$ cat src/rtl/rfid_reader_response_parser_macros.svh
// Assertion helpers shared by the parser modules.
// Both expect a clock named clk and a synchronous reset named rst in scope.
`ifndef RFID_READER_RESPONSE_PARSER_MACROS_SVH
`define RFID_READER_RESPONSE_PARSER_MACROS_SVH

// Same-cycle implication.
`define RRP_ASSERT_NOW(label, ante, cons, msg) \
  label: assert property (@(posedge clk) disable iff (rst) (ante) |-> (cons)) \
    else $error(msg);

// Next-cycle implication.
`define RRP_ASSERT_NEXT(label, ante, cons, msg) \
  label: assert property (@(posedge clk) disable iff (rst) (ante) |=> (cons)) \
    else $error(msg);

`endif

$ cat src/rtl/rrp_pkg.sv
`default_nettype none

package rrp_pkg;

  // Frame bytes and decoder constants.
  localparam logic [7:0] FRAME_HEADER    = 8'hA0;
  localparam logic [7:0] CMD_TAG_REPORT  = 8'h8A;
  localparam logic [7:0] CMD_GET_POWER   = 8'h77;
  localparam logic [7:0] CMD_SET_POWER   = 8'h76;
  localparam logic [7:0] CMD_GET_PROFILE = 8'h6A;
  localparam logic [7:0] CMD_SET_PROFILE = 8'h69;
  localparam logic [7:0] CMD_GET_REGION  = 8'h79;
  localparam logic [7:0] CMD_SET_FREQ    = 8'h78;
  localparam logic [7:0] CMD_BEEP        = 8'h7A;
  localparam logic [7:0] STATUS_OK       = 8'h10;
  localparam logic [7:0] POWER_MAX       = 8'h21;
  localparam logic [7:0] BAND_US         = 8'h01;
  localparam logic [7:0] BAND_EU         = 8'h02;
  localparam logic [7:0] BAND_CN         = 8'h03;
  localparam logic [7:0] RANGE_US_HI     = 8'h07;
  localparam logic [7:0] RANGE_US_LO     = 8'h3B;
  localparam logic [7:0] RANGE_VN_HI     = 8'h27;
  localparam logic [7:0] RANGE_VN_LO     = 8'h31;

  // Region codes reported in the value field.
  localparam logic [7:0] REGION_US = 8'd0;
  localparam logic [7:0] REGION_VN = 8'd1;
  localparam logic [7:0] REGION_EU = 8'd2;
  localparam logic [7:0] REGION_CN = 8'd3;

  // Index of the first EPC byte in a tag report frame.
  localparam int EPC_FIRST_INDEX = 7;

  // Result kinds.
  localparam logic [3:0] KIND_EPC         = 4'd0;
  localparam logic [3:0] KIND_POWER       = 4'd1;
  localparam logic [3:0] KIND_SET_POWER   = 4'd2;
  localparam logic [3:0] KIND_PROFILE     = 4'd3;
  localparam logic [3:0] KIND_SET_PROFILE = 4'd4;
  localparam logic [3:0] KIND_REGION      = 4'd5;
  localparam logic [3:0] KIND_SET_FREQ    = 4'd6;
  localparam logic [3:0] KIND_BEEP        = 4'd7;
  localparam logic [3:0] KIND_CHECKSUM    = 4'd8;
  localparam logic [3:0] KIND_EPC_LENGTH  = 4'd9;
  localparam logic [3:0] KIND_POWER_RANGE = 4'd10;
  localparam logic [3:0] KIND_SHORT_FRAME = 4'd11;

  // Header bytes of the current frame, captured as they are stored.
  typedef struct packed {
    logic [7:0] len;
    logic [7:0] cmd;
    logic [7:0] b4;
    logic [7:0] b5;
    logic [7:0] b6;
    logic [7:0] b7;
    logic [7:0] b8;
    logic [7:0] b9;
  } frame_fields_t;

  // Decoder verdict for a frame with a good checksum.
  typedef struct packed {
    logic       single;
    logic       epc_run;
    logic [3:0] kind;
    logic [7:0] value;
    logic       success;
  } decode_t;

  // One result item.
  typedef struct packed {
    logic [3:0]  kind;
    logic [7:0]  value;
    logic        success;
    logic [2:0]  antenna;
    logic [5:0]  frequency_index;
    logic [15:0] protocol_control;
    logic [7:0]  signal_strength;
    logic [6:0]  epc_bytes;
    logic [5:0]  byte_position;
    logic        last;
  } result_t;

endpackage

`default_nettype wire

$ cat src/rtl/rrp_in_if.sv
`default_nettype none

interface rrp_in_if;
  logic       valid;
  logic       ready;
  logic       func;
  logic [7:0] rx_byte;

  modport source (output valid, output func, output rx_byte, input ready);
  modport sink (input valid, input func, input rx_byte, output ready);
endinterface

`default_nettype wire

$ cat src/rtl/rrp_out_if.sv
`default_nettype none

interface rrp_out_if;
  logic        valid;
  logic        ready;
  logic [3:0]  kind;
  logic [7:0]  value;
  logic        success;
  logic [2:0]  antenna;
  logic [5:0]  frequency_index;
  logic [15:0] protocol_control;
  logic [7:0]  signal_strength;
  logic [6:0]  epc_bytes;
  logic [5:0]  byte_position;
  logic        last;

  modport source (
    output valid, output kind, output value, output success, output antenna,
    output frequency_index, output protocol_control, output signal_strength,
    output epc_bytes, output byte_position, output last, input ready
  );
  modport sink (
    input valid, input kind, input value, input success, input antenna,
    input frequency_index, input protocol_control, input signal_strength,
    input epc_bytes, input byte_position, input last, output ready
  );
endinterface

`default_nettype wire

$ cat src/rtl/rrp_frame_store.sv
`default_nettype none

module rrp_frame_store #(
  parameter int DEPTH = 256,
  parameter int AW    = 8
) (
  input  wire logic          clk,
  input  wire logic          wr_en,
  input  wire logic [AW-1:0] wr_addr,
  input  wire logic [7:0]    wr_data,
  input  wire logic          rd_en,
  input  wire logic [AW-1:0] rd_addr,
  output logic      [7:0]    rd_data
);

  logic [7:0] mem [DEPTH];

  // One write port and one registered read port.
  always_ff @(posedge clk) begin
    if (wr_en) begin
      mem[wr_addr] <= wr_data;
    end
    if (rd_en) begin
      rd_data <= mem[rd_addr];
    end
  end

endmodule

`default_nettype wire

$ cat src/rtl/rrp_decoder.sv
`default_nettype none

module rrp_decoder
  import rrp_pkg::*;
#(
  parameter int MAX_EPC_BYTES = 64
) (
  input  wire frame_fields_t fields,
  input  wire logic          reader_enabled,
  output decode_t            dec
);

  logic [7:0] epc_count;

  assign epc_count = fields.len - 8'd7;

  // Classify the frame by its command byte and the fields it carries.
  always_comb begin
    dec = '0;
    if (fields.len < 8'd3) begin
      dec.single = 1'b1;
      dec.kind   = KIND_SHORT_FRAME;
    end else if (fields.cmd == CMD_TAG_REPORT) begin
      if (reader_enabled) begin
        if (fields.len < 8'd7) begin
          dec.single = 1'b1;
          dec.kind   = KIND_SHORT_FRAME;
        end else if (epc_count == 8'd0 || epc_count > 8'(MAX_EPC_BYTES)) begin
          dec.single = 1'b1;
          dec.kind   = KIND_EPC_LENGTH;
        end else if (!(epc_count == 8'd3 && fields.b7 == 8'd0 &&
                       fields.b8 == 8'd0 && fields.b9 == 8'd0)) begin
          dec.epc_run = 1'b1;
          dec.kind    = KIND_EPC;
        end
      end
    end else if (fields.cmd == CMD_GET_POWER || fields.cmd == CMD_SET_POWER ||
                 fields.cmd == CMD_GET_PROFILE || fields.cmd == CMD_SET_PROFILE ||
                 fields.cmd == CMD_GET_REGION || fields.cmd == CMD_SET_FREQ ||
                 fields.cmd == CMD_BEEP) begin
      if (fields.len < 8'd4) begin
        dec.single = 1'b1;
        dec.kind   = KIND_SHORT_FRAME;
      end else begin
        case (fields.cmd)
          CMD_GET_POWER: begin
            dec.single = 1'b1;
            dec.kind   = (fields.b4 > POWER_MAX) ? KIND_POWER_RANGE : KIND_POWER;
            dec.value  = fields.b4;
          end
          CMD_SET_POWER: begin
            dec.single  = 1'b1;
            dec.kind    = KIND_SET_POWER;
            dec.success = (fields.b4 == STATUS_OK);
          end
          CMD_GET_PROFILE: begin
            dec.single = 1'b1;
            dec.kind   = KIND_PROFILE;
            dec.value  = {6'd0, fields.b4[1:0]};
          end
          CMD_SET_PROFILE: begin
            dec.single  = 1'b1;
            dec.kind    = KIND_SET_PROFILE;
            dec.success = (fields.b4 == STATUS_OK);
          end
          CMD_SET_FREQ: begin
            dec.single  = 1'b1;
            dec.kind    = KIND_SET_FREQ;
            dec.success = (fields.b4 == STATUS_OK);
          end
          CMD_BEEP: begin
            dec.single  = 1'b1;
            dec.kind    = KIND_BEEP;
            dec.success = (fields.b4 == STATUS_OK);
          end
          default: begin
            // Region reply: the band byte, then a range pair for band one.
            dec.kind = KIND_REGION;
            if (fields.b4 == BAND_EU) begin
              dec.single = 1'b1;
              dec.value  = REGION_EU;
            end else if (fields.b4 == BAND_CN) begin
              dec.single = 1'b1;
              dec.value  = REGION_CN;
            end else if (fields.b4 == BAND_US) begin
              if (fields.len < 8'd6) begin
                dec.single = 1'b1;
                dec.kind   = KIND_SHORT_FRAME;
              end else if (fields.b5 == RANGE_US_HI && fields.b6 == RANGE_US_LO) begin
                dec.single = 1'b1;
                dec.value  = REGION_US;
              end else if (fields.b5 == RANGE_VN_HI && fields.b6 == RANGE_VN_LO) begin
                dec.single = 1'b1;
                dec.value  = REGION_VN;
              end
            end
          end
        endcase
      end
    end
  end

endmodule

`default_nettype wire

$ cat src/rtl/rfid_reader_response_parser.sv
`default_nettype none
`include "rfid_reader_response_parser_macros.svh"

// Reader response frame parser. Bytes (func 0) or flush events (func 1) enter
// on in_ch; decoded results leave on out_ch, the final one of each input
// flagged by last. The input stays ready after a byte that does not end a
// frame; the byte that ends one blocks it while its results drain: a single
// result waits in ST_SINGLE, and a tag report steps through ST_EPC_RD and
// ST_EPC_WR for each EPC byte, as the frame memory has a registered read port.
// Output backpressure holds ST_SINGLE and ST_EPC_WR. Frame memory entries
// are only read after being written in the same frame, so the memory needs
// no clearing after reset. reader_enabled is to be written through cfg_wr_en and
// cfg_wr_data only while the block is idle; the block itself does not enforce it.
module rfid_reader_response_parser
  import rrp_pkg::*;
#(
  parameter int BUFFER_BYTES  = 256,
  parameter int MAX_EPC_BYTES = 64
) (
  input  wire logic   clk,
  input  wire logic   rst,
  input  wire logic   cfg_wr_en,
  input  wire logic   cfg_wr_data,
  rrp_in_if.sink      in_ch,
  rrp_out_if.source   out_ch
);

  localparam int AW = $clog2(BUFFER_BYTES);
  localparam int FW = $clog2(BUFFER_BYTES + 1);
  localparam int CW = (FW > 9) ? FW : 9;

  localparam logic [1:0] ST_IDLE   = 2'd0;
  localparam logic [1:0] ST_SINGLE = 2'd1;
  localparam logic [1:0] ST_EPC_RD = 2'd2;
  localparam logic [1:0] ST_EPC_WR = 2'd3;

  logic [1:0]    state;
  logic          reader_enabled;
  logic          in_frame;
  logic [FW-1:0] fill_count;
  logic [8:0]    expected_total;
  logic [7:0]    running_sum;
  logic [5:0]    pos;
  logic          out_valid;
  result_t       out_item;
  result_t       out_item_next;
  result_t       pend;
  result_t       pend_next;
  frame_fields_t fields;
  logic [7:0]    prev_byte;
  decode_t       dec;
  logic [7:0]    rd_data;
  logic [AW-1:0] rd_addr;

  logic          in_xfer;
  logic          out_free;
  logic          out_load;
  logic [FW-1:0] fill_inc;
  logic [8:0]    len_total;
  logic [8:0]    exp_eff;
  logic          frame_done;
  logic          too_long;
  logic          buf_full;
  logic          sum_ok;
  logic          byte_store;
  logic [6:0]    epc_count;
  logic          epc_last;

  // Handshake and frame bookkeeping.
  assign in_xfer    = in_ch.valid && in_ch.ready;
  assign out_free   = !out_valid || out_ch.ready;
  assign fill_inc   = fill_count + FW'(1);
  assign len_total  = {1'b0, in_ch.rx_byte} + 9'd2;
  assign exp_eff    = (fill_inc == FW'(2)) ? len_total : expected_total;
  assign frame_done = CW'(fill_inc) == CW'(exp_eff);
  assign too_long   = (fill_inc == FW'(2)) && (CW'(len_total) > CW'(BUFFER_BYTES));
  assign buf_full   = CW'(fill_count) >= CW'(BUFFER_BYTES);
  assign sum_ok     = (8'd0 - running_sum) == in_ch.rx_byte;
  assign byte_store = in_xfer && !in_ch.func && in_frame && !buf_full;
  assign in_ch.ready = (state == ST_IDLE);

  // EPC run addressing.
  assign epc_count = 7'(fields.len - 8'd7);
  assign epc_last  = ({1'b0, pos} + 7'd1) == epc_count;
  assign rd_addr   = AW'(EPC_FIRST_INDEX + 32'(pos));

  rrp_frame_store #(
    .DEPTH (BUFFER_BYTES),
    .AW    (AW)
  ) u_store (
    .clk     (clk),
    .wr_en   (byte_store),
    .wr_addr (fill_count[AW-1:0]),
    .wr_data (in_ch.rx_byte),
    .rd_en   (state == ST_EPC_RD),
    .rd_addr (rd_addr),
    .rd_data (rd_data)
  );

  rrp_decoder #(
    .MAX_EPC_BYTES (MAX_EPC_BYTES)
  ) u_decoder (
    .fields         (fields),
    .reader_enabled (reader_enabled),
    .dec            (dec)
  );

  // Pending single result chosen when a frame ends.
  always_comb begin
    pend_next         = '0;
    pend_next.last    = 1'b1;
    if (!sum_ok) begin
      pend_next.kind    = KIND_CHECKSUM;
    end else begin
      pend_next.kind    = dec.kind;
      pend_next.value   = dec.value;
      pend_next.success = dec.success;
    end
  end

  // Next output item: the pending single result or the next EPC byte.
  always_comb begin
    if (state == ST_SINGLE) begin
      out_item_next = pend;
    end else begin
      out_item_next                  = '0;
      out_item_next.kind             = KIND_EPC;
      out_item_next.value            = rd_data;
      out_item_next.antenna          = {1'b0, fields.b4[1:0]} + 3'd1;
      out_item_next.frequency_index  = fields.b4[7:2];
      out_item_next.protocol_control = {fields.b5, fields.b6};
      out_item_next.signal_strength  = prev_byte;
      out_item_next.epc_bytes        = epc_count;
      out_item_next.byte_position    = pos;
      out_item_next.last             = epc_last;
    end
  end

  assign out_load = out_free && (state == ST_SINGLE || state == ST_EPC_WR);

  // Control state: frame hunt, fill tracking and result sequencing.
  always_ff @(posedge clk) begin
    if (rst) begin
      state          <= ST_IDLE;
      reader_enabled <= 1'b0;
      in_frame       <= 1'b0;
      fill_count     <= '0;
      expected_total <= '0;
      running_sum    <= '0;
      pos            <= '0;
      out_valid      <= 1'b0;
    end else begin
      if (cfg_wr_en) begin
        reader_enabled <= cfg_wr_data;
      end
      if (out_load) begin
        out_valid <= 1'b1;
      end else if (out_ch.ready) begin
        out_valid <= 1'b0;
      end
      case (state)
        ST_IDLE: begin
          if (in_xfer) begin
            if (in_ch.func || (in_frame && (buf_full || too_long))) begin
              in_frame       <= 1'b0;
              fill_count     <= '0;
              expected_total <= '0;
              running_sum    <= '0;
            end else if (!in_frame) begin
              if (in_ch.rx_byte == FRAME_HEADER) begin
                in_frame       <= 1'b1;
                fill_count     <= FW'(1);
                expected_total <= '0;
                running_sum    <= FRAME_HEADER;
              end
            end else if (!frame_done) begin
              fill_count  <= fill_inc;
              running_sum <= running_sum + in_ch.rx_byte;
              if (fill_inc == FW'(2)) begin
                expected_total <= len_total;
              end
            end else begin
              in_frame       <= 1'b0;
              fill_count     <= '0;
              expected_total <= '0;
              running_sum    <= '0;
              if (!sum_ok || dec.single) begin
                state <= ST_SINGLE;
              end else if (dec.epc_run) begin
                pos   <= '0;
                state <= ST_EPC_RD;
              end
            end
          end
        end
        ST_SINGLE: begin
          if (out_free) begin
            state <= ST_IDLE;
          end
        end
        ST_EPC_RD: begin
          state <= ST_EPC_WR;
        end
        ST_EPC_WR: begin
          if (out_free) begin
            if (epc_last) begin
              state <= ST_IDLE;
            end else begin
              pos   <= pos + 6'd1;
              state <= ST_EPC_RD;
            end
          end
        end
        default: begin
          state <= ST_IDLE;
        end
      endcase
    end
  end

  // Payload registers: captured header fields, last body byte, results.
  // The body byte before the checksum is the RSSI of a tag report.
  always_ff @(posedge clk) begin
    if (byte_store) begin
      if (!frame_done) begin
        prev_byte <= in_ch.rx_byte;
      end
      case (fill_count)
        FW'(1): fields.len <= in_ch.rx_byte;
        FW'(3): fields.cmd <= in_ch.rx_byte;
        FW'(4): fields.b4  <= in_ch.rx_byte;
        FW'(5): fields.b5  <= in_ch.rx_byte;
        FW'(6): fields.b6  <= in_ch.rx_byte;
        FW'(7): fields.b7  <= in_ch.rx_byte;
        FW'(8): fields.b8  <= in_ch.rx_byte;
        FW'(9): fields.b9  <= in_ch.rx_byte;
        default: begin
        end
      endcase
    end
    if (state == ST_IDLE) begin
      pend <= pend_next;
    end
    if (out_load) begin
      out_item <= out_item_next;
    end
  end

  // Output channel.
  assign out_ch.valid            = out_valid;
  assign out_ch.kind             = out_item.kind;
  assign out_ch.value            = out_item.value;
  assign out_ch.success          = out_item.success;
  assign out_ch.antenna          = out_item.antenna;
  assign out_ch.frequency_index  = out_item.frequency_index;
  assign out_ch.protocol_control = out_item.protocol_control;
  assign out_ch.signal_strength  = out_item.signal_strength;
  assign out_ch.epc_bytes        = out_item.epc_bytes;
  assign out_ch.byte_position    = out_item.byte_position;
  assign out_ch.last             = out_item.last;

  // Checks on the frame tracking and the result sequencing.
  `RRP_ASSERT_NOW(a_hunt_clears_fill, !in_frame, fill_count == '0, "fill count set while hunting")
  `RRP_ASSERT_NOW(a_fill_below_total, in_frame && fill_count >= FW'(2), CW'(fill_count) < CW'(expected_total), "frame fill passed its total")
  `RRP_ASSERT_NOW(a_epc_pos_in_run, out_valid && out_item.kind == KIND_EPC, 7'(out_item.byte_position) < out_item.epc_bytes, "EPC position outside its run")
  `RRP_ASSERT_NEXT(a_single_is_last, state == ST_SINGLE && out_free, out_valid && out_item.last && state == ST_IDLE, "single result not closed")

endmodule

`default_nettype wire

$ cat src/flat_wrapper.sv
// flat-port wrapper written by rule: the top's interface ports become plain ports
module rfid_reader_response_parser_flat import rrp_pkg::*;
#(
  parameter int BUFFER_BYTES  = 256,
  parameter int MAX_EPC_BYTES = 64
)
  (clk, rst, cfg_wr_en, cfg_wr_data, in_ch_valid, in_ch_func, in_ch_rx_byte, in_ch_ready, out_ch_valid, out_ch_kind, out_ch_value, out_ch_success, out_ch_antenna, out_ch_frequency_index, out_ch_protocol_control, out_ch_signal_strength, out_ch_epc_bytes, out_ch_byte_position, out_ch_last, out_ch_ready);
  rrp_in_if in_ch_i ();
  rrp_out_if out_ch_i ();
  input  wire logic clk;
  input  wire logic rst;
  input  wire logic cfg_wr_en;
  input  wire logic cfg_wr_data;
  input wire logic [$bits(in_ch_i.valid)-1:0] in_ch_valid;
  input wire logic [$bits(in_ch_i.func)-1:0] in_ch_func;
  input wire logic [$bits(in_ch_i.rx_byte)-1:0] in_ch_rx_byte;
  output wire logic [$bits(in_ch_i.ready)-1:0] in_ch_ready;
  output wire logic [$bits(out_ch_i.valid)-1:0] out_ch_valid;
  output wire logic [$bits(out_ch_i.kind)-1:0] out_ch_kind;
  output wire logic [$bits(out_ch_i.value)-1:0] out_ch_value;
  output wire logic [$bits(out_ch_i.success)-1:0] out_ch_success;
  output wire logic [$bits(out_ch_i.antenna)-1:0] out_ch_antenna;
  output wire logic [$bits(out_ch_i.frequency_index)-1:0] out_ch_frequency_index;
  output wire logic [$bits(out_ch_i.protocol_control)-1:0] out_ch_protocol_control;
  output wire logic [$bits(out_ch_i.signal_strength)-1:0] out_ch_signal_strength;
  output wire logic [$bits(out_ch_i.epc_bytes)-1:0] out_ch_epc_bytes;
  output wire logic [$bits(out_ch_i.byte_position)-1:0] out_ch_byte_position;
  output wire logic [$bits(out_ch_i.last)-1:0] out_ch_last;
  input wire logic [$bits(out_ch_i.ready)-1:0] out_ch_ready;
  assign in_ch_i.valid = in_ch_valid;
  assign in_ch_i.func = in_ch_func;
  assign in_ch_i.rx_byte = in_ch_rx_byte;
  assign in_ch_ready = in_ch_i.ready;
  assign out_ch_valid = out_ch_i.valid;
  assign out_ch_kind = out_ch_i.kind;
  assign out_ch_value = out_ch_i.value;
  assign out_ch_success = out_ch_i.success;
  assign out_ch_antenna = out_ch_i.antenna;
  assign out_ch_frequency_index = out_ch_i.frequency_index;
  assign out_ch_protocol_control = out_ch_i.protocol_control;
  assign out_ch_signal_strength = out_ch_i.signal_strength;
  assign out_ch_epc_bytes = out_ch_i.epc_bytes;
  assign out_ch_byte_position = out_ch_i.byte_position;
  assign out_ch_last = out_ch_i.last;
  assign out_ch_i.ready = out_ch_ready;
  rfid_reader_response_parser #(.BUFFER_BYTES(BUFFER_BYTES), .MAX_EPC_BYTES(MAX_EPC_BYTES)) u_core (.clk(clk), .rst(rst), .cfg_wr_en(cfg_wr_en), .cfg_wr_data(cfg_wr_data), .in_ch(in_ch_i), .out_ch(out_ch_i));
endmodule
$ cat config.mk
export PLATFORM = sky130hd
export DESIGN_NAME = rfid_reader_response_parser_flat
export DESIGN_NICKNAME = d
export VERILOG_FILES = /design/src/rtl/rrp_pkg.sv /design/src/rtl/rrp_in_if.sv /design/src/rtl/rrp_out_if.sv /design/src/rtl/rrp_frame_store.sv /design/src/rtl/rrp_decoder.sv /design/src/rtl/rfid_reader_response_parser.sv /design/src/flat_wrapper.sv
export VERILOG_INCLUDE_DIRS = /design/src /design/src/rtl
export SDC_FILE = /design/constraint.sdc
export NUM_CORES = 1
export LEC_CHECK = 0
export BUFFER_PORTS_ARGS = -buffer_cell sky130_fd_sc_hd__buf_2
export CAP_MARGIN = 20
export CORE_MARGIN = 2
export CORE_UTILIZATION = 54
export DETAILED_ROUTE_END_ITERATION = 6
export GPL_TIMING_DRIVEN = 0
export PLACE_DENSITY = 0.7
export RECOVER_POWER = 25
export REMOVE_ABC_BUFFERS = 1
export SYNTH_ARGS = -nofsm -noshare
export SYNTH_HDL_FRONTEND = slang
export SYNTH_HIERARCHICAL = 1
export SYNTH_SLANG_ARGS = --single-unit
$ cat constraint.sdc
create_clock -name clk -period 5.7 [get_ports clk]
set_input_delay 1.14 -clock clk [delete_from_list [all_inputs] [get_ports clk]]
set_output_delay 1.14 -clock clk [all_outputs]
set_load 0.02 [all_outputs]
Word-level counts from Yosys, hierarchy flattened
Memory sizes are Yosys's and may differ from the RTL's. A register that Yosys moved wholly into a read port is not among the register bits.
Index checks and enable logic that the tools add are counted.
{ "word_totals": {"wordCells": 230, "in_bits": 15, "regBits": 182, "memories": 1, "ram_bits": 2048, "output_inout_bits": 62} }
{ "op_classes": {"n_lt_le_gt_ge": 8, "muxes": 80, "reduce_logical": 54, "add_sub_neg": 9, "eq_ne": 43, "n_bitwise": 4} }
{ "memory_table": {"columns": ["name", "words", "width", "rd", "rd_clocked_by_memory_dff", "wr", "line", "text"], "rows": [
  ["u_core.u_store.mem", 256, 8, 1, 1, 1, "rrp_frame_store.sv:16", "logic [7:0] mem [DEPTH];"]
]} }
{ "ops": {"columns": ["cell", "n"], "rows": [
  ["$mux W9", 10],
  ["$eq A8 B7 Y1 const B", 7],
  ["$mux W56", 1],
  ["$mux W6", 9],
  ["$mux W8", 6],
  ["$eq A9 B3 Y1 const B", 4],
  ["$logic_not A8 Y1", 4],
  ["$mux W4", 8],
  ["$mux W1", 29],
  ["$eq A8 B2 Y1 const B", 3],
  ["$eq A8 B6 Y1 const B", 3],
  ["$lt A8 B3 Y1 const B", 3],
  ["$pmux W4 S6", 1],
  ["$pmux W8 S3", 1],
  ["$mux W2", 10],
  ["$reduce_and A2 Y1", 10],
  ["$eq A9 B2 Y1 const B", 2],
  ["$eq A9 B4 Y1 const B", 2],
  ["$eq A8 B8 Y1 const B", 2],
  ["$ne A2 B2 Y1 const B", 7],
  ["$mux W13", 1],
  ["$logic_and A1 B1 Y1", 12],
  ["$logic_or A1 B1 Y1", 12],
  ["$mux W12", 1],
  ["40 further kinds", 50]
]} }

Logic depth before layout (Yosys ltp)
Gate-level depths: netlist (run 1).
{ "logic_depth": {"depth_word": 20, "mapped_depth": 14, "mapped_depth_nobuf": 11} }

By module
The synthesis (run 1) kept the hierarchy.
{ "modules_own_cells": {"columns": ["mod", "n_inst", "area_each_um2", "seq_area_each_um2", "cells_each"], "rows": [
  ["rrp_frame_store", 1, 79636.4, 61739.2, 3733],
  ["rfid_reader_response_parser", 1, 8095.3, 5094.9, 658],
  ["rrp_decoder", 1, 699.4, 0.0, 110]
]} }

Worst setup path after synthesis (run 1)
No wires, ideal clock.
{ "synth_timing": {"kind": "input to register", "start": "in out_ch_ready", "end": "reg u_core.out_item, in the netlist u_core/out_ch.antenna[0], enable pin", "setup_time_ns": 0.485, "stages": 2, "t_arrival_ns": 3.892, "slack_ns": 1.323, "cell_sequence": "nor2b_1 nor2b_1"} }
{ "synth_between": {"elab_chain_cells": 2} }
{ "synth_lines": {"columns": ["item", "line", "text"], "rows": [
  ["start: declaration", "flat_wrapper.sv:29", "input wire logic [$bits(out_ch_i.ready)-1:0] out_ch_ready;"],
  ["$logic_or A1 B1 Y1", "rfid_reader_response_parser.sv:71", "assign out_free = !out_valid || out_ch.ready;"],
  ["$logic_and A1 B1 Y1", "rfid_reader_response_parser.sv:139", "assign out_load = out_free && (state == ST_SINGLE || state == ST_EPC_WR);"],
  ["named net u_core.out_load", "rfid_reader_response_parser.sv:57", "logic out_load;"],
  ["end signal: assignment", "rfid_reader_response_parser.sv:245", "out_item <= out_item_next;"],
  ["end: declaration", "rfid_reader_response_parser.sv:45", "result_t out_item;"]
]} }
The timed path passes the listed nets, and every way through them passes these cells.
A chain may end at the register's enable or synchronous reset.

Final worst setup path (run 1)
{ "layout_timing": {"start": "reg u_core.pos[0]", "end": "reg u_core.u_store.rd_data[3] (read register of u_core.u_store.mem), data pin"} }
{ "layout_between": {"elab_chain_cells": 1} }
{ "layout_lines": {"columns": ["item", "line", "text"], "rows": [
  ["start: declaration", "rfid_reader_response_parser.sv:43", "logic [5:0] pos;"],
  ["start signal: assignment", "rfid_reader_response_parser.sv:209", "pos <= pos + 6'd1;"],
  ["$add A3 B6 Y7", "rfid_reader_response_parser.sv:85", "assign rd_addr = AW'(EPC_FIRST_INDEX + 32'(pos));"],
  ["named net u_core.rd_addr[0]", "rfid_reader_response_parser.sv:53", "logic [AW-1:0] rd_addr;"],
  ["end: declaration", "rrp_frame_store.sv:13", "output logic [7:0] rd_data"]
]} }
The timed path passes the listed nets, and every way through them passes these cells.

==> metrics.yaml, run 1 <==
cts:
  insertion_delay_ns: 0.84
  cts_sinks: 2238
  cts_max_level: 4
  cts_buffers: 214
  cts.clk_slew.worst_paths_ns: 0.06
  clockRootBuffer: "clkbuf_16"
  holdBufCountCts: 0
  cts_buffer_depth: 3
  cts_tree: "done"
logic_synthesis:
  synth_top_cell_by_area: "edfxtp_1"
  synth_top_area_frac: 0.747
  ys_seq_elements: 2238
  synth-edff-count: 2201
  syn_inst: 4501
  async_flop_share: 0
  yosysSeqAreaShare: 0.756
  avgSynthCellArea_um2: 19.6
  synthFlopType: "edfxtp_1"
  synthTopCellsByArea: "edfxtp_1 (75%), mux4_2 (12%), mux2i_1 (1.5%)"
  synth_cell_types: 101
  synth_area_mm2: 0.0884
  ys_warn_count: 6
sta:
  fmax_ghz: 0.181
  setup_viol: 0
  fin_setup_tns_ns: 0
  fin_crit_ns: 5.53
  slew_viol_final: 482
  finClkSkew_ns: 0.0311
  maxSlewHeadroom: -1.71
  setup_ws_ns: 0.167
  rsz0062_at_grt: "no"
  worst_pin_slew_ns: 4.06
  hold_viol: 0
  finalCritPeriodShare: 0.971
setup_path:
  rr_startpoint: "u_core/pos[0]"
  critPathArrivalTime_ns: 6.09
  end_kind: "flip-flop"
  cp.required_ns: 6.25
  crit_start: "u_core/pos[0]"
  cp_max_fo: 37
  r2r_cells: 11
  crit_type: "flip-flop to flip-flop"
  crit_path_start_kind: "flip-flop"
route:
  drt_iter0_drc: 5310
  ant_nets: 0
  routed_wirelength_um: 207000
  drc: 0
  avgViaCountPerCell: 6.48
  wl_per_cell_um: 29.7
  dr_total_vias: 45100
  drt_pre_antenna_iters: 6
finish:
  area_delta_synth_final_pct: 11.7
  multi_input_area_mm2: 0.0201
  drive_gt1_frac: 0.203
  finish.net_count: 4644
  final-seq-area_mm2: 0.0668
  nFillCells: 11100
placement:
  port_buffers: 76
  dpl.hpwl_um: 128000
  dp_slack_ns: -0.0498
  place_congestion: 0.859
global_routing:
  grt_pass1_vias: 44200
  grt-ovfl-total: 0
  antenna_found_initial: 5
  grt_max_degree: 168
  grt_pass1_wl_um: 303000
  grtUsageTotal: 0.248
power:
  power_density_mw_per_mm2: 328
  leakage_nw: 32.1
  power_mw: 32.4
  ir_drop_mv: 0.316
worst_hold_path:
  hold_class: "flip-flop to flip-flop"
  whs_path_depth: 1
  hp-start: "u_core/expected_total[5]"
status:
  failed_checks: "capacitance limit, slew limit"
  status: "complete, but fails checks"
floorplan:
  dieWidth_um: 409
  placeableCoreArea_mm2: 0.163
  die_h_um: 409
  ios: 77
  row_count: 148
  fp.dieArea_mm2: 0.167
  initial_utilization: 0.543
job:
  cap_violations: 4
## cells in the mapped netlist (all sizes together) (21+ instances only)
library cell and count:
edfxtp 2201, mux4 456, nor2 335, mux2i 135
a22oi 134, clkbuf 132, a21oi 130, buf 130
nand2 104, and2 74, nand3 59, o221ai 47
nor3 44, nor2b 39, dfxtp 37, o21ai 37
nor4 35, o22ai 30, xnor2 29, inv 26
a211oi 21
## worst paths after layout
check | end | slack (ns)
max | u_core/u_store/rd_data[3] | 0.17
min | u_core/expected_total[5] | 0.47
max reg2reg | u_core/u_store/rd_data[3] | 0.17
min reg2reg | u_core/expected_total[5] | 0.47
## placed cells by master (no fill, tap or decap), types with 22 or more instances in the layout
cell type and n:
a21oi_1 130, a22oi_1 134, and2_1 72, buf_16 38
buf_2 69, buf_8 22, bufinv_16 23, clkbuf_1 50
clkbuf_16 216, clkinv_1 55, clkinv_2 39, dfxtp_1 37
edfxtp_1 2201, inv_1 24, mux2i_1 135, mux4_2 454
nand2_1 103, nand3_1 48, nor2_1 332, nor2b_1 34
nor3_1 43, nor4_1 25, o21ai_0 31, o221ai_1 46
o22ai_1 29, xnor2_1 26
## flip-flops by register name (all words and copies together), names as in the netlist, 3 cells and up
register                        flops
u_core/out_ch.value                 8
u_core/out_ch.kind                  4
u_core/fields                      64
u_core/out_ch.frequency_index       6
u_core/out_ch.antenna               3
u_core/pend                        13
u_core/fill_count                   9
u_core/prev_byte                    8
u_core/out_ch.byte_position         6
u_core/expected_total               9
u_core/out_ch.signal_strength       8
u_core/out_ch.protocol_control     16
u_core/u_store/mem               2048
u_core/pos                          6
u_core/u_store/rd_data              8
u_core/running_sum                  8
u_core/out_ch.epc_bytes             7
## where the power goes
part,switching (mW),internal [mW],leakage [nW],total [mW]
sequential,0.000798,18.1,20.1,18.1
clock,6.00,8.00,3.39,14.0
combinational,0.305,0.0469,8.57,0.352
## worst max-delay path: stages, from the launching register on
cell      delay (ns)
dfxtp_1         0.57
inv_8           0.22
ha_1            0.37
xor2_4          0.69
buf_16          0.24
clkinv_1        0.60
buf_16          0.42
nor2_4          0.55
a22oi_1         0.22
a21oi_1         0.43
nor3_1          0.26
nor4_2          0.62
## what timing repair did
| action | CTS | global route |
|---|---|---|
| endpoints found under the setup margin | 2 | 4 |
| resized for setup | 2 | 4 |
| setup buffers | 0 | 0 |
## cell families (layout without fill, tap and decap cells)
group           count (synthesis)  after routing  synth area share
flops                        2238           2238             0.756
simple gates                  794            794            0.0440
mux                           592            592             0.132
compound gates                520            520            0.0421
buf+inv                       289            577            0.0190
xor+xnor                       48             48           0.00475
fa+ha+maj                      19             19           0.00277
other cells                     1              5         0.0000424
## per-layer routing
layer	track usage	share of wire	vias up
met1	0.343	0.39	23700
li1	-	-	18800
met5	0	0.000058	-
met4	0.0964	0.040	2
met2	0.393	0.48	2254
met3	0.0499	0.090	413
## metrics by stage
step | utilization | instances | instance area (um2) | hold slack (ns)
after detailed placement | 0.564 | 6567 | 91800 | 0.448
after floorplan | - | 4241 | 86900 | 0.432
after global routing | 0.607 | 6966 | 98700 | 0.480
final | 0.607 | 6968 | 98700 | 0.466
after CTS | 0.607 | 6964 | 98800 | 0.467
after global placement | 0.553 | 6492 | 90000 | 0.445
## cell type report
type | instances | area share
clock inverters | 136 | 0.0138
diodes | 2 | 0.0000507
well taps | 2175 | 0.0276
inverters | 27 | 0.00118
clock buffers | 261 | 0.0565
repair buffers | 153 | 0.0203
multi-input cells | 1976 | 0.204
flip-flops and latches | 2238 | 0.677
Note: power is estimated with default switching activity, not from simulation.
==> run 2, diff against run 1 <==
- CTS_BUF_LIST: not set -> sky130_fd_sc_hd__clkbuf_8
==> run 2 against run 1 <==
The flow still finishes with violations (capacitance limit, slew limit); flip-flop and latch count is the same; maximum frequency shrank 0.67%; worst hold slack lost 0.078 ns; routed wire length grew 0.34%; first-iteration DRC count shrank 4.2%; non-clock buffer count is the same; sequential share of layout area grew 0.56 points; clock-buffer cell count grew 110; critical path type unchanged; largest power group unchanged; highest routed layer unchanged.
==> metrics.yaml, run 2 (synthesized netlist as in run 1, its figures left out) <==
cts:
  clockRootBuffer: "clkbuf_8"
  holdBufCountCts: 0  # unchanged
  cts_sinks: 2238  # unchanged
  cts_buffers: 364  # +70%
  cts_max_level: 5  # +1
  cts_buffer_depth: 4  # +1
  cts_tree: "done"
  insertion_delay_ns: 1.00  # +0.16 ns
  cts.clk_slew.worst_paths_ns: 0.06  # about the same
floorplan:
  ios: 77  # unchanged
  die_h_um: 409  # unchanged
  placeableCoreArea_mm2: 0.163  # unchanged
  fp.dieArea_mm2: 0.167  # unchanged
  initial_utilization: 0.543  # unchanged
  row_count: 148  # unchanged
  dieWidth_um: 409  # unchanged
sta:
  finClkSkew_ns: 0.0540  # +0.0230 ns
  finalCritPeriodShare: 0.977  # +0.00651
  maxSlewHeadroom: -1.53  # +0.176
  hold_viol: 0  # unchanged
  rsz0062_at_grt: "no"
  worst_pin_slew_ns: 3.80  # -0.265 ns
  slew_viol_final: 559  # +16%
  fmax_ghz: 0.180  # -0.67%
  setup_viol: 0  # unchanged
  fin_crit_ns: 5.57  # +0.0371 ns
setup_path:
  reg2reg_to: "u_core/u_store/rd_data[3]"
  r2r_cells: 11  # unchanged
  cp_max_fo: 37  # unchanged
  rr_startpoint: "u_core/pos[0]"
  cpMaxStageDelayCell: "xor2_4"
  critPathArrivalTime_ns: 6.28  # +0.19 ns
  cp_common_cell: "buf_16"
  crit_chain: "inv_8, ha_1, xor2_4, buf_16, clkinv_1, buf_16, nor2_4, a22oi_1, a21oi_1, nor3_1, nor4_2"
  cp.required_ns: 6.41  # +0.16 ns
  max_stage_delay_ns: 0.70  # about the same
  crit_type: "flip-flop to flip-flop"
  crit_path_start_kind: "flip-flop"
  reg2reg_slack_ns: 0.13  # -0.04 ns
  crit_path_end: "u_core/u_store/rd_data[3]"
  crit_family: "simple AND/OR/NAND/NOR gates"
  cp.buffers_inverters: 4  # unchanged
  end_kind: "flip-flop"
  crit_start: "u_core/pos[0]"
  cp.depth: 11  # unchanged
finish:
  mostFrequentLayoutCells: "edfxtp_1 (2201), mux4_2 (454), clkbuf_8 (371)"
  stdcell_area_mm2: 0.0979  # -0.82%
  area_delta_synth_final_pct: 10.7
  largest_register: "u_core/u_store/mem"
  drive_gt1_frac: 0.216  # +0.0123
  largest_register_ffs: 2048  # unchanged
  finish.net_count: 4794  # +3.2%
  mostFrequentLayoutCell: "edfxtp_1"
global_routing:
  grt-ovfl-total: 0  # unchanged
  grtUsageTotal: 0.247  # -0.000483
  grt_max_degree: 168  # unchanged
  use_met2: 0.390  # -0.00298
  grt_use_met3: 0.0580  # +0.00808
  grt_pass1_wl_um: 303000  # -0.16%
  grt_pass1_vias: 45400  # +2.6%
  antenna_found_initial: 7  # +2
  grt-busiest-layer: "met2"
  use_met1: 0.335  # -0.00807
route:
  avgViaCountPerCell: 6.34  # -2.1%
  drt_iter0_drc: 5088  # -4.2%
  ant_nets: 0  # unchanged
  drt_pre_antenna_iters: 6  # unchanged
  wl_per_cell_um: 28.9  # -2.8%
  dr_total_vias: 45600  # +1.1%
  routed_wirelength_um: 208000  # +0.34%
  drc: 0  # unchanged
power:
  ir_drop_mv: 0.275  # -13%
  combPwrFrac: 0.012  # about the same
  p_sw_mw: 6.27  # -0.55%
  power_density_mw_per_mm2: 311  # -5.4%
  seq_power_share: 0.594  # +0.037
  clock_power_share: 0.394  # -0.038
  p_int_mw: 24.2  # -7.5%
  swShare: 0.206  # +0.0116
  leakage_nw: 32.3  # +0.59%
  power_mw: 30.4  # -6.1%
placement:
  dpl.hpwl_um: 128000  # unchanged
  port_buffers: 76  # unchanged
  place_congestion: 0.859  # unchanged
  placed_area_mm2: 0.0918  # unchanged
worst_hold_path:
  hp-start: "cfg_wr_data"
  hold_class: "input port to flip-flop"
status:
  status: "complete, but fails checks"
  failed_checks: "capacitance limit, slew limit"
job:
  cap_violations: 5  # +1
run 2: worst min-delay path by stage:
stage	endpoint	cells past startpoint	slack, ns
floorplan	u_core/expected_total[5]	1	0.43
global placement	u_core/expected_total[6]	1	0.44
detailed placement	u_core/expected_total[6]	1	0.45
CTS	u_core/reader_enabled	3	0.32
global route	u_core/reader_enabled	3	0.36
finish	u_core/reader_enabled	3	0.39
run 2: power by group through the flow:
stage	sequential (mW)	combinational [mW]	clock [mW]
6_report	18.1	0.352	12.0
3_3_place_gp	18.5	0.301	0
2_1_floorplan	18.4	0.0369	0
5_1_grt	18.1	0.383	12.9
4_1_cts	18.1	0.355	12.2
3_5_place_dp	18.4	0.356	0
run 2: what timing repair did:
item	CTS	global route
pin swaps	0	0
cloned	0	0
setup buffers	0	0
endpoints found under the setup margin	2	3
resized for setup	2	3
run 2: layout make-up:
class / count / area (um2)
fillers: 11300 / 64800
flip-flops and latches: 2238 / 66800
diodes: 6 / 15.0
inverters: 27 / 116
clock inverters: 249 / 1020
repair buffers: 153 / 2010
multi-input cells: 1976 / 20100
well taps: 2175 / 2720
clock buffers: 371 / 5110
run 2: per-stage QoR:
stage	setup slack [ns]	hold WS, ns	TNS (ns)	util	instances
finish	0.130	0.388	0	0.602	7195
global route	0.0477	0.364	0	0.602	7195
CTS	0.0573	0.316	0	0.602	7187
detailed placement	-0.0498	0.448	-0.0498	0.564	6567
global placement	-49.06	0.445	-2098.32	0.553	6492
floorplan	-29.05	0.432	-384.57	-	4241
run 2: routing by layer:
layer  part of all wire  up-vias
met3              0.090      503
met1               0.38    23800
met5            0.00013        -
met2               0.48     2231
met4              0.043        4
li1                   -    19100
run 2: worst register-to-register path, cell delays in order, from the launching register on:
cell,delay (ns)
dfxtp_1,0.57
inv_8,0.21
ha_1,0.38
xor2_4,0.70
buf_16,0.25
clkinv_1,0.60
buf_16,0.42
nor2_4,0.57
a22oi_1,0.22
a21oi_1,0.44
nor3_1,0.27
nor4_2,0.64
